### src/rtl/pvt_pkg.sv
// pvt_pkg: shared types, register indexes and helpers of the velocity PID thrust block.
// No dependencies; imported by pid_velocity_thrust.
package pvt_pkg;

    localparam int DATA_WIDTH_DEF = 32;
    localparam int FRAC_BITS_DEF  = 16;

    localparam int VEL_W    = 32;   // velocity, gain and tick fields
    localparam int THRUST_W = 8;
    localparam int CLAMP_W  = 2;
    localparam int REG_IDX_W = 3;
    localparam int CFG_W    = 32;
    localparam int ACC_W    = 64;
    localparam int ALU_W    = 66;

    // register indexes
    localparam logic [REG_IDX_W-1:0] REG_GAIN_P   = 3'd0;
    localparam logic [REG_IDX_W-1:0] REG_GAIN_I   = 3'd1;
    localparam logic [REG_IDX_W-1:0] REG_GAIN_D   = 3'd2;
    localparam logic [REG_IDX_W-1:0] REG_TARGET   = 3'd3;
    localparam logic [REG_IDX_W-1:0] REG_OUT_MIN  = 3'd4;
    localparam logic [REG_IDX_W-1:0] REG_OUT_MAX  = 3'd5;

    // clamp codes
    localparam logic [CLAMP_W-1:0] CLAMP_NONE = 2'd0;
    localparam logic [CLAMP_W-1:0] CLAMP_MAX  = 2'd1;
    localparam logic [CLAMP_W-1:0] CLAMP_MIN  = 2'd2;

    // reset values: target is minus three in Q16.16
    localparam logic [VEL_W-1:0]    TARGET_RESET  = 32'hFFFD_0000;
    localparam logic [THRUST_W-1:0] OUT_MIN_RESET = 8'd0;
    localparam logic [THRUST_W-1:0] OUT_MAX_RESET = 8'd100;

    localparam logic [ACC_W-1:0] POS_MAX = 64'h7FFF_FFFF_FFFF_FFFF;

    typedef struct packed {
        logic signed [VEL_W-1:0] measured_velocity;
        logic [VEL_W-1:0]        tick_ms;
    } pvt_in_t;

    typedef struct packed {
        logic [THRUST_W-1:0] thrust;
        logic [CLAMP_W-1:0]  clamp_state;
    } pvt_out_t;

    // clamp a wide sum to the symmetric 64-bit range
    function automatic logic [ACC_W-1:0] sat64(input logic [ALU_W-1:0] y);
        logic signed [ALU_W-1:0] hi;
        logic signed [ALU_W-1:0] lo;
        hi = {{(ALU_W-ACC_W){1'b0}}, POS_MAX};
        lo = ~hi + {{(ALU_W-1){1'b0}}, 1'b1};
        if ($signed(y) > hi)
            return POS_MAX;
        else if ($signed(y) < lo)
            return ~POS_MAX + {{(ACC_W-1){1'b0}}, 1'b1};
        else
            return y[ACC_W-1:0];
    endfunction

    function automatic logic [ACC_W-1:0] apply_sign(input logic [ACC_W-1:0] m, input logic n);
        return n ? (~m + {{(ACC_W-1){1'b0}}, 1'b1}) : m;
    endfunction

endpackage

### src/rtl/pid_velocity_thrust.sv
// pid_velocity_thrust: velocity PID controller with clamped integer thrust output.
// Depends on pvt_pkg (payload structs, register indexes, saturation helpers).
//
// Usage
//   Input channel (in_valid / in_stall / in_data) carries one request: measured velocity
//   and millisecond tick. Output channel (out_valid / out_stall / out_data) returns one
//   result per request: thrust and clamp state.
//   Config port (cfg_wen / cfg_index / cfg_data) writes gains, target and clamp limits;
//   write only while the block is idle. Unknown indexes are ignored.
// Timing
//   Sums, differences, products and the divide run through one 66-bit adder under a small
//   sequencer. The four products are shift-add, one multiplier bit per cycle; the
//   derivative divide is restoring, one quotient bit per cycle. The next request can be
//   accepted in the same cycle as out_valid rises. in_stall is high from acceptance until
//   the result is registered; one request at a time.
// Stall
//   The result sits in an output register. A new request can be accepted while it waits;
//   the sequencer holds its finished result until the output register is free.
// Reset
//   Asynchronous, active low. Config returns to its defaults (target minus three,
//   limits 0..100), integral, last error and last tick clear, no result is pending.
module pid_velocity_thrust
    import pvt_pkg::*;
#(
    parameter int DATA_WIDTH = DATA_WIDTH_DEF,
    parameter int FRAC_BITS  = FRAC_BITS_DEF
)(
    input  logic                 clk,
    input  logic                 rst_n,
    input  logic                 in_valid,
    output logic                 in_stall,
    input  pvt_in_t              in_data,
    output logic                 out_valid,
    input  logic                 out_stall,
    output pvt_out_t             out_data,
    input  logic                 cfg_wen,
    input  logic [REG_IDX_W-1:0] cfg_index,
    input  logic [CFG_W-1:0]     cfg_data
);

    localparam int EW     = DATA_WIDTH;
    localparam int CNT_W  = 6;
    localparam logic [CNT_W-1:0] MUL_LAST = CNT_W'(VEL_W - 1);
    localparam logic [CNT_W-1:0] DIV_LAST = CNT_W'(ACC_W - 1);
    // error saturates to +/-(2^(EW-1)-1)
    localparam logic [ALU_W-1:0] ERR_LIM   = ({{(ALU_W-1){1'b0}}, 1'b1} << (EW - 1))
                                             - {{(ALU_W-1){1'b0}}, 1'b1};
    localparam logic [ALU_W-1:0] ERR_LIM_N = ~ERR_LIM + {{(ALU_W-1){1'b0}}, 1'b1};

    // sequencer states
    localparam logic [3:0] ST_IDLE    = 4'd0;
    localparam logic [3:0] ST_ERR     = 4'd1;
    localparam logic [3:0] ST_DT      = 4'd2;
    localparam logic [3:0] ST_DIFF    = 4'd3;
    localparam logic [3:0] ST_MUL     = 4'd4;
    localparam logic [3:0] ST_MFIN    = 4'd5;
    localparam logic [3:0] ST_DIV     = 4'd6;
    localparam logic [3:0] ST_DFIN    = 4'd7;
    localparam logic [3:0] ST_ADD_INT = 4'd8;
    localparam logic [3:0] ST_ADD_PD  = 4'd9;
    localparam logic [3:0] ST_ADD_OUT = 4'd10;
    localparam logic [3:0] ST_CLAMP   = 4'd11;

    // which product the multiplier is working on
    localparam logic [1:0] OP_P   = 2'd0;
    localparam logic [1:0] OP_I   = 2'd1;
    localparam logic [1:0] OP_INC = 2'd2;
    localparam logic [1:0] OP_D   = 2'd3;

    // config
    logic [VEL_W-1:0]    gain_p_reg, gain_i_reg, gain_d_reg, target_reg;
    logic [THRUST_W-1:0] out_min_reg, out_max_reg;

    // control and loop state
    logic [3:0]          state_reg, state_next;
    logic [1:0]          op_reg, op_next;
    logic [CNT_W-1:0]    cnt_reg, cnt_next;
    logic                out_valid_reg, out_valid_next;
    logic [ACC_W-1:0]    integ_reg, integ_next;
    logic [EW-1:0]       last_error_reg, last_error_next;
    logic [VEL_W-1:0]    last_tick_reg, last_tick_next;

    // datapath
    logic [VEL_W-1:0]    meas_reg, meas_next;
    logic [VEL_W-1:0]    tick_reg, tick_next;
    logic [EW-1:0]       err_reg, err_next;
    logic [EW:0]         diff_reg, diff_next;
    logic [VEL_W-1:0]    dt_reg, dt_next;
    logic [ACC_W-1:0]    acc_reg, acc_next;
    logic                ovf_reg, ovf_next;
    logic [VEL_W-1:0]    mplier_reg, mplier_next;
    logic [ACC_W-1:0]    mcand_reg, mcand_next;
    logic                neg_reg, neg_next;
    logic [VEL_W-1:0]    rem_reg, rem_next;
    logic [ACC_W-1:0]    prop_reg, prop_next;
    logic [ACC_W-1:0]    inc_reg, inc_next;
    logic [ACC_W-1:0]    deriv_reg, deriv_next;
    logic [ACC_W-1:0]    sum_reg, sum_next;
    pvt_out_t            out_reg, out_next;

    // shared adder
    logic [ALU_W-1:0]    alu_a, alu_b, alu_y;
    logic                alu_sub;

    logic [VEL_W-1:0]    mag_gp, mag_gi, mag_gd;
    logic [EW-1:0]       mag_err;
    logic [EW:0]         mag_diff;
    logic                prod_sat;
    logic [ACC_W-1:0]    qmag, imag, qdiv, max_q, min_q;
    logic [VEL_W:0]      div_shift;

    assign alu_y = alu_a + (alu_sub ? ~alu_b : alu_b) + {{(ALU_W-1){1'b0}}, alu_sub};

    assign mag_gp   = gain_p_reg[VEL_W-1] ? (~gain_p_reg + VEL_W'(1)) : gain_p_reg;
    assign mag_gi   = gain_i_reg[VEL_W-1] ? (~gain_i_reg + VEL_W'(1)) : gain_i_reg;
    assign mag_gd   = gain_d_reg[VEL_W-1] ? (~gain_d_reg + VEL_W'(1)) : gain_d_reg;
    assign mag_err  = err_reg[EW-1] ? (~err_reg + EW'(1)) : err_reg;
    assign mag_diff = diff_reg[EW] ? (~diff_reg + (EW+1)'(1)) : diff_reg;

    // product result: all-ones counts as saturated too
    assign prod_sat = ovf_reg | (&acc_reg);
    assign qmag     = prod_sat ? POS_MAX : (acc_reg >> FRAC_BITS);
    assign imag     = (prod_sat | acc_reg[ACC_W-1]) ? POS_MAX : acc_reg;
    assign qdiv     = acc_reg >> FRAC_BITS;
    assign div_shift = {rem_reg, acc_reg[ACC_W-1]};

    assign max_q = {{(ACC_W-THRUST_W-FRAC_BITS){1'b0}}, out_max_reg, {FRAC_BITS{1'b0}}};
    assign min_q = {{(ACC_W-THRUST_W-FRAC_BITS){1'b0}}, out_min_reg, {FRAC_BITS{1'b0}}};

    always_comb
    begin
        state_next      = state_reg;
        op_next         = op_reg;
        cnt_next        = cnt_reg;
        out_valid_next  = out_valid_reg;
        integ_next      = integ_reg;
        last_error_next = last_error_reg;
        last_tick_next  = last_tick_reg;
        meas_next       = meas_reg;
        tick_next       = tick_reg;
        err_next        = err_reg;
        diff_next       = diff_reg;
        dt_next         = dt_reg;
        acc_next        = acc_reg;
        ovf_next        = ovf_reg;
        mplier_next     = mplier_reg;
        mcand_next      = mcand_reg;
        neg_next        = neg_reg;
        rem_next        = rem_reg;
        prop_next       = prop_reg;
        inc_next        = inc_reg;
        deriv_next      = deriv_reg;
        sum_next        = sum_reg;
        out_next        = out_reg;
        alu_a           = '0;
        alu_b           = '0;
        alu_sub         = 1'b0;

        if (out_valid_reg && !out_stall)
            out_valid_next = 1'b0;

        case (state_reg)
            ST_IDLE:
            begin
                if (in_valid)
                begin
                    meas_next  = in_data.measured_velocity;
                    tick_next  = in_data.tick_ms;
                    state_next = ST_ERR;
                end
            end
            ST_ERR:
            begin
                alu_a   = {{(ALU_W-VEL_W){target_reg[VEL_W-1]}}, target_reg};
                alu_b   = {{(ALU_W-VEL_W){meas_reg[VEL_W-1]}}, meas_reg};
                alu_sub = 1'b1;
                if ($signed(alu_y) > $signed(ERR_LIM))
                    err_next = ERR_LIM[EW-1:0];
                else if ($signed(alu_y) < $signed(ERR_LIM_N))
                    err_next = ERR_LIM_N[EW-1:0];
                else
                    err_next = alu_y[EW-1:0];
                state_next = ST_DT;
            end
            ST_DT:
            begin
                alu_a          = {{(ALU_W-VEL_W){1'b0}}, tick_reg};
                alu_b          = {{(ALU_W-VEL_W){1'b0}}, last_tick_reg};
                alu_sub        = 1'b1;
                dt_next        = alu_y[VEL_W-1:0];
                last_tick_next = tick_reg;
                state_next     = ST_DIFF;
            end
            ST_DIFF:
            begin
                alu_a           = {{(ALU_W-EW){err_reg[EW-1]}}, err_reg};
                alu_b           = {{(ALU_W-EW){last_error_reg[EW-1]}}, last_error_reg};
                alu_sub         = 1'b1;
                diff_next       = alu_y[EW:0];
                last_error_next = err_reg;
                // proportional product first
                mplier_next = mag_gp;
                mcand_next  = {{(ACC_W-EW){1'b0}}, mag_err};
                neg_next    = gain_p_reg[VEL_W-1] ^ err_reg[EW-1];
                acc_next    = '0;
                ovf_next    = 1'b0;
                cnt_next    = MUL_LAST;
                op_next     = OP_P;
                state_next  = ST_MUL;
            end
            ST_MUL:
            begin
                // MSB-first shift-add; overflow is sticky
                alu_a       = {1'b0, acc_reg, 1'b0};
                alu_b       = mplier_reg[VEL_W-1] ? {2'b00, mcand_reg} : '0;
                acc_next    = alu_y[ACC_W-1:0];
                ovf_next    = ovf_reg | acc_reg[ACC_W-1] | alu_y[ACC_W];
                mplier_next = mplier_reg << 1;
                cnt_next    = cnt_reg - CNT_W'(1);
                if (cnt_reg == '0)
                    state_next = ST_MFIN;
            end
            ST_MFIN:
            begin
                case (op_reg)
                    OP_P:
                    begin
                        prop_next = apply_sign(qmag, neg_reg);
                        if (dt_reg == '0)
                        begin
                            inc_next   = '0;
                            deriv_next = '0;
                            state_next = ST_ADD_INT;
                        end
                        else
                        begin
                            mplier_next = mag_gi;
                            mcand_next  = {{(ACC_W-EW){1'b0}}, mag_err};
                            neg_next    = gain_i_reg[VEL_W-1] ^ err_reg[EW-1];
                            acc_next    = '0;
                            ovf_next    = 1'b0;
                            cnt_next    = MUL_LAST;
                            op_next     = OP_I;
                            state_next  = ST_MUL;
                        end
                    end
                    OP_I:
                    begin
                        // Ki*e times dt, sign carried over
                        mplier_next = dt_reg;
                        mcand_next  = qmag;
                        acc_next    = '0;
                        ovf_next    = 1'b0;
                        cnt_next    = MUL_LAST;
                        op_next     = OP_INC;
                        state_next  = ST_MUL;
                    end
                    OP_INC:
                    begin
                        inc_next    = apply_sign(imag, neg_reg);
                        mplier_next = mag_gd;
                        mcand_next  = {{(ACC_W-EW-1){1'b0}}, mag_diff};
                        neg_next    = gain_d_reg[VEL_W-1] ^ diff_reg[EW];
                        acc_next    = '0;
                        ovf_next    = 1'b0;
                        cnt_next    = MUL_LAST;
                        op_next     = OP_D;
                        state_next  = ST_MUL;
                    end
                    OP_D:
                    begin
                        if (prod_sat)
                        begin
                            deriv_next = apply_sign(POS_MAX, neg_reg);
                            state_next = ST_ADD_INT;
                        end
                        else
                        begin
                            // acc holds the dividend and collects the quotient
                            rem_next   = '0;
                            cnt_next   = DIV_LAST;
                            state_next = ST_DIV;
                        end
                    end
                    default:
                    begin
                        state_next = ST_IDLE;
                    end
                endcase
            end
            ST_DIV:
            begin
                alu_a   = {{(ALU_W-VEL_W-1){1'b0}}, div_shift};
                alu_b   = {{(ALU_W-VEL_W){1'b0}}, dt_reg};
                alu_sub = 1'b1;
                if (!alu_y[ALU_W-1])
                    rem_next = alu_y[VEL_W-1:0];
                else
                    rem_next = div_shift[VEL_W-1:0];
                acc_next = {acc_reg[ACC_W-2:0], ~alu_y[ALU_W-1]};
                cnt_next = cnt_reg - CNT_W'(1);
                if (cnt_reg == '0)
                    state_next = ST_DFIN;
            end
            ST_DFIN:
            begin
                deriv_next = apply_sign(qdiv, neg_reg);
                state_next = ST_ADD_INT;
            end
            ST_ADD_INT:
            begin
                alu_a      = {{(ALU_W-ACC_W){integ_reg[ACC_W-1]}}, integ_reg};
                alu_b      = {{(ALU_W-ACC_W){inc_reg[ACC_W-1]}}, inc_reg};
                integ_next = sat64(alu_y);
                state_next = ST_ADD_PD;
            end
            ST_ADD_PD:
            begin
                alu_a      = {{(ALU_W-ACC_W){prop_reg[ACC_W-1]}}, prop_reg};
                alu_b      = {{(ALU_W-ACC_W){deriv_reg[ACC_W-1]}}, deriv_reg};
                sum_next   = sat64(alu_y);
                state_next = ST_ADD_OUT;
            end
            ST_ADD_OUT:
            begin
                alu_a      = {{(ALU_W-ACC_W){sum_reg[ACC_W-1]}}, sum_reg};
                alu_b      = {{(ALU_W-ACC_W){integ_reg[ACC_W-1]}}, integ_reg};
                sum_next   = sat64(alu_y);
                state_next = ST_CLAMP;
            end
            ST_CLAMP:
            begin
                // wait here while the previous result is still held
                if (!out_valid_reg || !out_stall)
                begin
                    if ($signed(sum_reg) > $signed(max_q))
                    begin
                        out_next.thrust      = out_max_reg;
                        out_next.clamp_state = CLAMP_MAX;
                    end
                    else if ($signed(sum_reg) < $signed(min_q))
                    begin
                        out_next.thrust      = out_min_reg;
                        out_next.clamp_state = CLAMP_MIN;
                    end
                    else
                    begin
                        out_next.thrust      = sum_reg[FRAC_BITS +: THRUST_W];
                        out_next.clamp_state = CLAMP_NONE;
                    end
                    out_valid_next = 1'b1;
                    state_next     = ST_IDLE;
                end
            end
            default:
            begin
                state_next = ST_IDLE;
            end
        endcase
    end

    // control, loop state and config
    always_ff @(posedge clk or negedge rst_n)
    begin
        if (!rst_n)
        begin
            state_reg      <= ST_IDLE;
            op_reg         <= OP_P;
            cnt_reg        <= '0;
            out_valid_reg  <= 1'b0;
            integ_reg      <= '0;
            last_error_reg <= '0;
            last_tick_reg  <= '0;
            gain_p_reg     <= '0;
            gain_i_reg     <= '0;
            gain_d_reg     <= '0;
            target_reg     <= TARGET_RESET;
            out_min_reg    <= OUT_MIN_RESET;
            out_max_reg    <= OUT_MAX_RESET;
        end
        else
        begin
            state_reg      <= state_next;
            op_reg         <= op_next;
            cnt_reg        <= cnt_next;
            out_valid_reg  <= out_valid_next;
            integ_reg      <= integ_next;
            last_error_reg <= last_error_next;
            last_tick_reg  <= last_tick_next;
            if (cfg_wen)
            begin
                case (cfg_index)
                    REG_GAIN_P:  gain_p_reg  <= cfg_data;
                    REG_GAIN_I:  gain_i_reg  <= cfg_data;
                    REG_GAIN_D:  gain_d_reg  <= cfg_data;
                    REG_TARGET:  target_reg  <= cfg_data;
                    REG_OUT_MIN: out_min_reg <= cfg_data[THRUST_W-1:0];
                    REG_OUT_MAX: out_max_reg <= cfg_data[THRUST_W-1:0];
                    default:
                    begin
                    end
                endcase
            end
        end
    end

    // datapath, no reset
    always_ff @(posedge clk)
    begin
        meas_reg   <= meas_next;
        tick_reg   <= tick_next;
        err_reg    <= err_next;
        diff_reg   <= diff_next;
        dt_reg     <= dt_next;
        acc_reg    <= acc_next;
        ovf_reg    <= ovf_next;
        mplier_reg <= mplier_next;
        mcand_reg  <= mcand_next;
        neg_reg    <= neg_next;
        rem_reg    <= rem_next;
        prop_reg   <= prop_next;
        inc_reg    <= inc_next;
        deriv_reg  <= deriv_next;
        sum_reg    <= sum_next;
        out_reg    <= out_next;
    end

    assign in_stall  = (state_reg != ST_IDLE);
    assign out_valid = out_valid_reg;
    assign out_data  = out_reg;

endmodule
### config.mk
export PLATFORM = sky130hd
export DESIGN_NAME = pid_velocity_thrust
export DESIGN_NICKNAME = d
export VERILOG_FILES = /design/src/rtl/pvt_pkg.sv /design/src/rtl/pid_velocity_thrust.sv
export SDC_FILE = /design/constraint.sdc
export NUM_CORES = 2
export LEC_CHECK = 0
export BUFFER_PORTS_ARGS = -buffer_cell sky130_fd_sc_hd__buf_2
export CAP_MARGIN = 15
export CORE_AREA = 2 2 342 344
export CTS_CLUSTER_SIZE = 12
export DETAILED_ROUTE_END_ITERATION = 6
export DIE_AREA = 0 0 344 346
export GPL_ROUTABILITY_DRIVEN = 0
export SLEW_MARGIN = 40
export SYNTH_ARGS = -nofsm -noshare
export SYNTH_HDL_FRONTEND = slang
export SYNTH_SLANG_ARGS = --single-unit
### constraint.sdc
create_clock -name clk -period 7.85 [get_ports clk]
set_clock_uncertainty 0.1 [all_clocks]
set_input_delay 0.3925 -clock clk [delete_from_list [all_inputs] [get_ports clk]]
set_output_delay 0.3925 -clock clk [all_outputs]
set_load 0.05 [all_outputs]
Word-level counts from Yosys, hierarchy flattened --
Index checks and enable logic that the tools add are counted.
Word-level totals: flip-flop bits (word level) 906, bits in latches 0, RAM bits 0, memory bits (read-only) 0, output and inout port bits 12, memories 0
Operators by class: add/sub/neg operators 11, multipliers 0, div/mod/pow operators 0, order comparisons 6, equal/unequal tests 34, shift-type cells 0, mux-type cells 63, bitwise logic cells 17, reductions and logical operators 42
Operator list (number):
- $pmux W66 S8 | 2
- $mux W64 | 12
- $pmux W64 S2 | 5
- $mux W32 | 9
- $pmux W64 S4 | 1
- $add A64 B1 Y64 const B | 3
- $pmux W32 S3 | 2
- $pmux W64 S3 | 1
- $add A32 B1 Y32 const B | 4
- $not A32 Y32 | 4
- $add A66 B1 Y66 | 1
- $add A66 B66 Y66 | 1
- $gt A66 B32 Y1 const B | 1
- $gt A66 B64 Y1 const B | 1
- $lt A66 B32 Y1 const B | 1
- $lt A66 B64 Y1 const B | 1
- $mux W66 | 1
- $not A66 Y66 | 1
- $gt A64 B25 Y1 | 1
- $lt A64 B25 Y1 | 1
- $not A48 Y64 | 1
- $not A63 Y64 | 1
- $not A64 Y64 | 1
- $pmux W32 S2 | 1
- 51 further kinds | 116

Depth between registers and ports, before layout --
word-level depth 9, gate-level depth with buffers 31, gate-level depth less buffers 22

Worst setup path before layout --
Ideal clock, no wire load.
kind reg2reg, from reg state_reg[0], to reg sum_reg[0] (data pin), arrival time 6203 ps, setup slack 1284 ps, stages on the path, launching flop included 29, path through dfrtp_1 -> buf_2 -> buf_2 -> nand2_1 -> inv_1 -> nand2_1 -> inv_1 -> clkbuf_1 -> clkbuf_1 -> buf_1 -> nand2_1 -> nand4_1 -> ha_1 -> clkbuf_1 -> nand4_1 -> nor4_1 -> a22oi_1 -> a21oi_1 -> or3_1 -> buf_2 -> a31oi_1 -> or4_1 -> nand3_1 -> and2_1 -> or3_1 -> clkbuf_1 -> buf_2 -> buf_2 -> nand3_1
On the way: word-level cells in the longest chain between the ends 9
Ends and longest elaborated chain:
- start, declared | RTL line pid_velocity_thrust.sv:75 | logic [3:0] state_reg, state_next;
- start signal, assigned | RTL line pid_velocity_thrust.sv:383 | state_reg <= state_next;
- $eq A4 B4 Y1, or another cell as far along | RTL line pid_velocity_thrust.sv:162 | case (state_reg)
- $pmux W66 S8 or $reduce_or A4 Y1 (tied branches)
- $not A66 Y66 or $mux W1 (tied branches) | RTL line pid_velocity_thrust.sv:112, pid_velocity_thrust.sv:162
- $mux W66 | RTL line pid_velocity_thrust.sv:112 | assign alu_y = alu_a + (alu_sub ? ~alu_b : alu_b) + {{(ALU_W-1){1'b0}}, alu_sub};
- $add A66 B66 Y66 | RTL line pid_velocity_thrust.sv:112
- $add A66 B1 Y66 * | RTL line pid_velocity_thrust.sv:112
- $lt A66 B64 Y1 | RTL line pvt_pkg.sv:54 | else if ($signed(y) < lo)
- $mux W64 | RTL line pvt_pkg.sv:54
- $mux W64 *
- end signal, assigned | RTL line pid_velocity_thrust.sv:424 | sum_reg <= sum_next;
- end, declared | RTL line pid_velocity_thrust.sv:98 | logic [ACC_W-1:0] sum_reg, sum_next;
Mark *: on every way between the ends. The rest lies on a longest branch, timed or not. A chain may end at the register's enable or synchronous reset.

Final worst setup path --
from reg state_reg[0], to reg err_reg[20] (data pin)
On the way: word-level cells in the longest chain between the ends 8
Ends and longest elaborated chain:
- $eq A4 B4 Y1, or another cell as far along | RTL line pid_velocity_thrust.sv:162
- $pmux W66 S8 or $reduce_or A4 Y1 (tied branches)
- $not A66 Y66 or $mux W1 (tied branches) | RTL line pid_velocity_thrust.sv:112, pid_velocity_thrust.sv:162
- $mux W66 | RTL line pid_velocity_thrust.sv:112
- $add A66 B66 Y66 | RTL line pid_velocity_thrust.sv:112
- $add A66 B1 Y66 * | RTL line pid_velocity_thrust.sv:112
- via alu_y[6] | RTL line pid_velocity_thrust.sv:102 | logic [ALU_W-1:0] alu_a, alu_b, alu_y;
- $lt A66 B32 Y1 | RTL line pid_velocity_thrust.sv:179 | else if ($signed(alu_y) < $signed(ERR_LIM_N))
- $mux W32 | RTL line pid_velocity_thrust.sv:179
- end signal, assigned | RTL line pid_velocity_thrust.sv:412 | err_reg <= err_next;
- end, declared | RTL line pid_velocity_thrust.sv:86 | logic [EW-1:0] err_reg, err_next;
The timed path passes the listed nets; every way through them passes the cells marked *.

==> out/results.ini <==
[clock_tree]
clock-root-buffer = clkbuf_16
cts_tree = yes
insertion_delay_ns = 0.74
clockBufferDepth = 3
cts_buffers = 101
cts_num_sinks = 891
cts.clk_slew.worst_paths_ns = 0.06
htreeDepth = 3

[route]
drc = 1
vias_per_cell = 6.75
vias = 47200
drtAntennaViolNets = 0
wirelength_microns = 223000
first_iter_violations = 7375
dr.pass1.iters = 7
avgRoutedWirePerCell_microns = 31.8

[synthesis]
yosysUniqueCellTypes = 92
seq_area_frac_synth_pct = 49.3
yosys-top-cells-area = edfxtp_1 35%, dfrtp_1 13%, nand2_1 5.8%
yosys-top-cells-count = 791 x nand2_1, 606 x edfxtp_1, 423 x o21ai_0
netlist_area_sq_mm = 0.0515
synth_seq_cells = 891
synth_top_area_share_pct = 35.4
yosysWarnings = 0
synthArstFlopShare_pct = 32.0
syn_nets = 5457
synth_area_per_cell_sq_um = 9.79
yosysTopAreaCell = edfxtp_1
synth.most_common_cell = nand2_1
synthCells = 5259
synth_ff_type = edfxtp_1
synth_edf_count = 606

[floorplanning]
start_util_pct = 44.6
rows = 125
ioPinCount = 116
die_x_microns = 344
dieArea_sq_mm = 0.119
die-height_microns = 346
coreArea_sq_mm = 0.115

[global_route]
grt_max_degree = 144
grt_pass1_wl_microns = 316000
antenna_found_initial = 11
grt.overflow.total = 0
grt.total_usage_pct = 36.5
grt_pass1_vias = 44100

[timing]
final_hold_viol_count = 0
timing.final.crit_share_pct = 97.5
drv_slew = 0
timing.final.crit_period_ns = 7.65
worstMarginPinSlew_ns = 0.975
grt_setup_unrepaired = false
max_slew_margin_pct = 33.3
setup-tns-final_ns = 0
setup_violations = 0
fmax_mhz = 131
hold_ws_ns = 0.149

[place]
dp_hpwl_microns = 160000
portBuffers = 115

[critical_path]
crit_arrival_ns = 7.97
critPathLaunchType = flop
crit_type = reg2reg
crit_chain = buf_4 -> nor2_1 -> nand2_1 -> buf_4 -> o21ai_0 -> a221oi_1 -> nand4_1 -> ha_1 -> a21oi_1 -> o22ai_1 -> buf_4 -> nor2_1 -> xor2_1 -> inv_1 -> nor4_1 -> nor4b_1 -> nand4_1 -> nor4_1 -> nand4_1 -> and4b_1 -> nand4_1 -> buf_4 -> a22oi_1
required_ns = 8.16
critPathCaptureType = flop
max_stage_delay_ns = 0.62
slowest_stage = nor4b_1
critPathMaxFanout = 38

[finish]
drive_above_1_share_pct = 13.3
syn_to_final_growth_pct = 14.5
n_fill_cell = 10500
fin_util_pct = 51.1
fin_nets = 5582

[hold_path]
hold_class = in2reg

[run_status]
violations = design-rule violations
status = complete, but fails checks

[flow_run]
maxCapViolCount = 0

==> cell type report <==
cell class	instances	area, sq um	share of cell area (%)
Multi-Input combinational cell	3869	24500	41.6
Sequential cell	891	25400	43.0
Timing Repair Buffer	416	3350	5.68
Antenna cell	5	12.5	0.0212
Tap cell	1524	1910	3.24
Clock buffer	150	2920	4.95
Clock inverter	41	475	0.807
Inverter	105	399	0.677
==> kinds of logic after synthesis <==
kind of cell	after synthesis	synth area share, %
xor gates and xnor gates	319	5.43
AOI/OAI and AO/OA	1542	19.6
adders and majority gates	94	2.30
buffers and inverters	499	3.72
and+or+nand+nor	1741	16.0
DFF	891	49.3
muxes	173	3.71
==> worst paths after layout <==
check / depth (start not counted) / to / slack (ns) / startpoint
max reg2reg: 23 / err_reg[20] / 0.20 / state_reg[0]
min in group asynchronous: 2 / gain_p_reg[8] / 0.22 / rst_n
min reg2reg: 2 / last_error_reg[31] / 0.39 / last_error_reg[31]
max: 23 / err_reg[20] / 0.20 / state_reg[0]
max in group asynchronous: 4 / integ_reg[31] / 6.08 / rst_n
min: 2 / tick_reg[1] / 0.15 / in_valid
==> cell usage in the layout, fill, tap and decap left out, types with 31 or more instances in the layout <==
cell and instances:
nand3_1 117, buf_4 181, nor4_1 60, clkbuf_16 104
edfxtp_1 606, a21oi_1 330, mux2i_1 31, a22o_1 60
nand2b_1 37, or4_1 41, buf_2 114, mux2_2 142
a221oi_1 38, dfrtp_1 264, ha_1 91, clkbuf_1 32
nand2_1 785, o31ai_1 44, nand4_1 94, nor3_1 67
a22oi_1 245, and2_1 47, a21o_1 33, o21ai_0 422
nor2_1 276, dlygate4sd3_1 97, xor2_1 144, xnor2_1 173
a31oi_1 48, a222oi_1 45, inv_1 97, or3_1 62
==> routing by layer <==
layer	vias up	GRT usage, %	share of wire (%)
met5	-	0	0.012
met4	4	25.8	8.5
met3	782	10.7	13
met2	3621	52.0	42
met1	22900	47.3	37
li1	19900	-	-
==> what timing repair did <==
item	4_1_cts	5_1_grt
endpoints found under the hold margin	284	0
hold buffers	97	0
setup buffers	0	0
resized for setup	0	1
setup endpoints to repair	0	35
==> worst max-delay path: cells and delay by family (launching register included) <==
kind                     cells  cell delay [ns]
adder cells (fa/ha/maj)      1             0.47
XOR/XNOR                     1             0.35
buffers and inverters        5             1.63
AO/OA/AOI/OAI                5             1.14
AND/OR/NAND/NOR             11             3.13
flip-flops                   1             0.45
==> metrics by stage <==
step                setup WS [ns]  cells  instance area (sq um)
finish                      0.199   7001                  58900
floorplan                    1.28   5259                  51500
global placement            0.577   6700                  54300
CTS                         0.421   6992                  58800
detailed placement          0.513   6704                  54400
global route               0.0737   6996                  58900
Power is left out: the tool's default activity adds up to more than one toggle a clock period on the data nets, which glitch-free logic cannot reach.
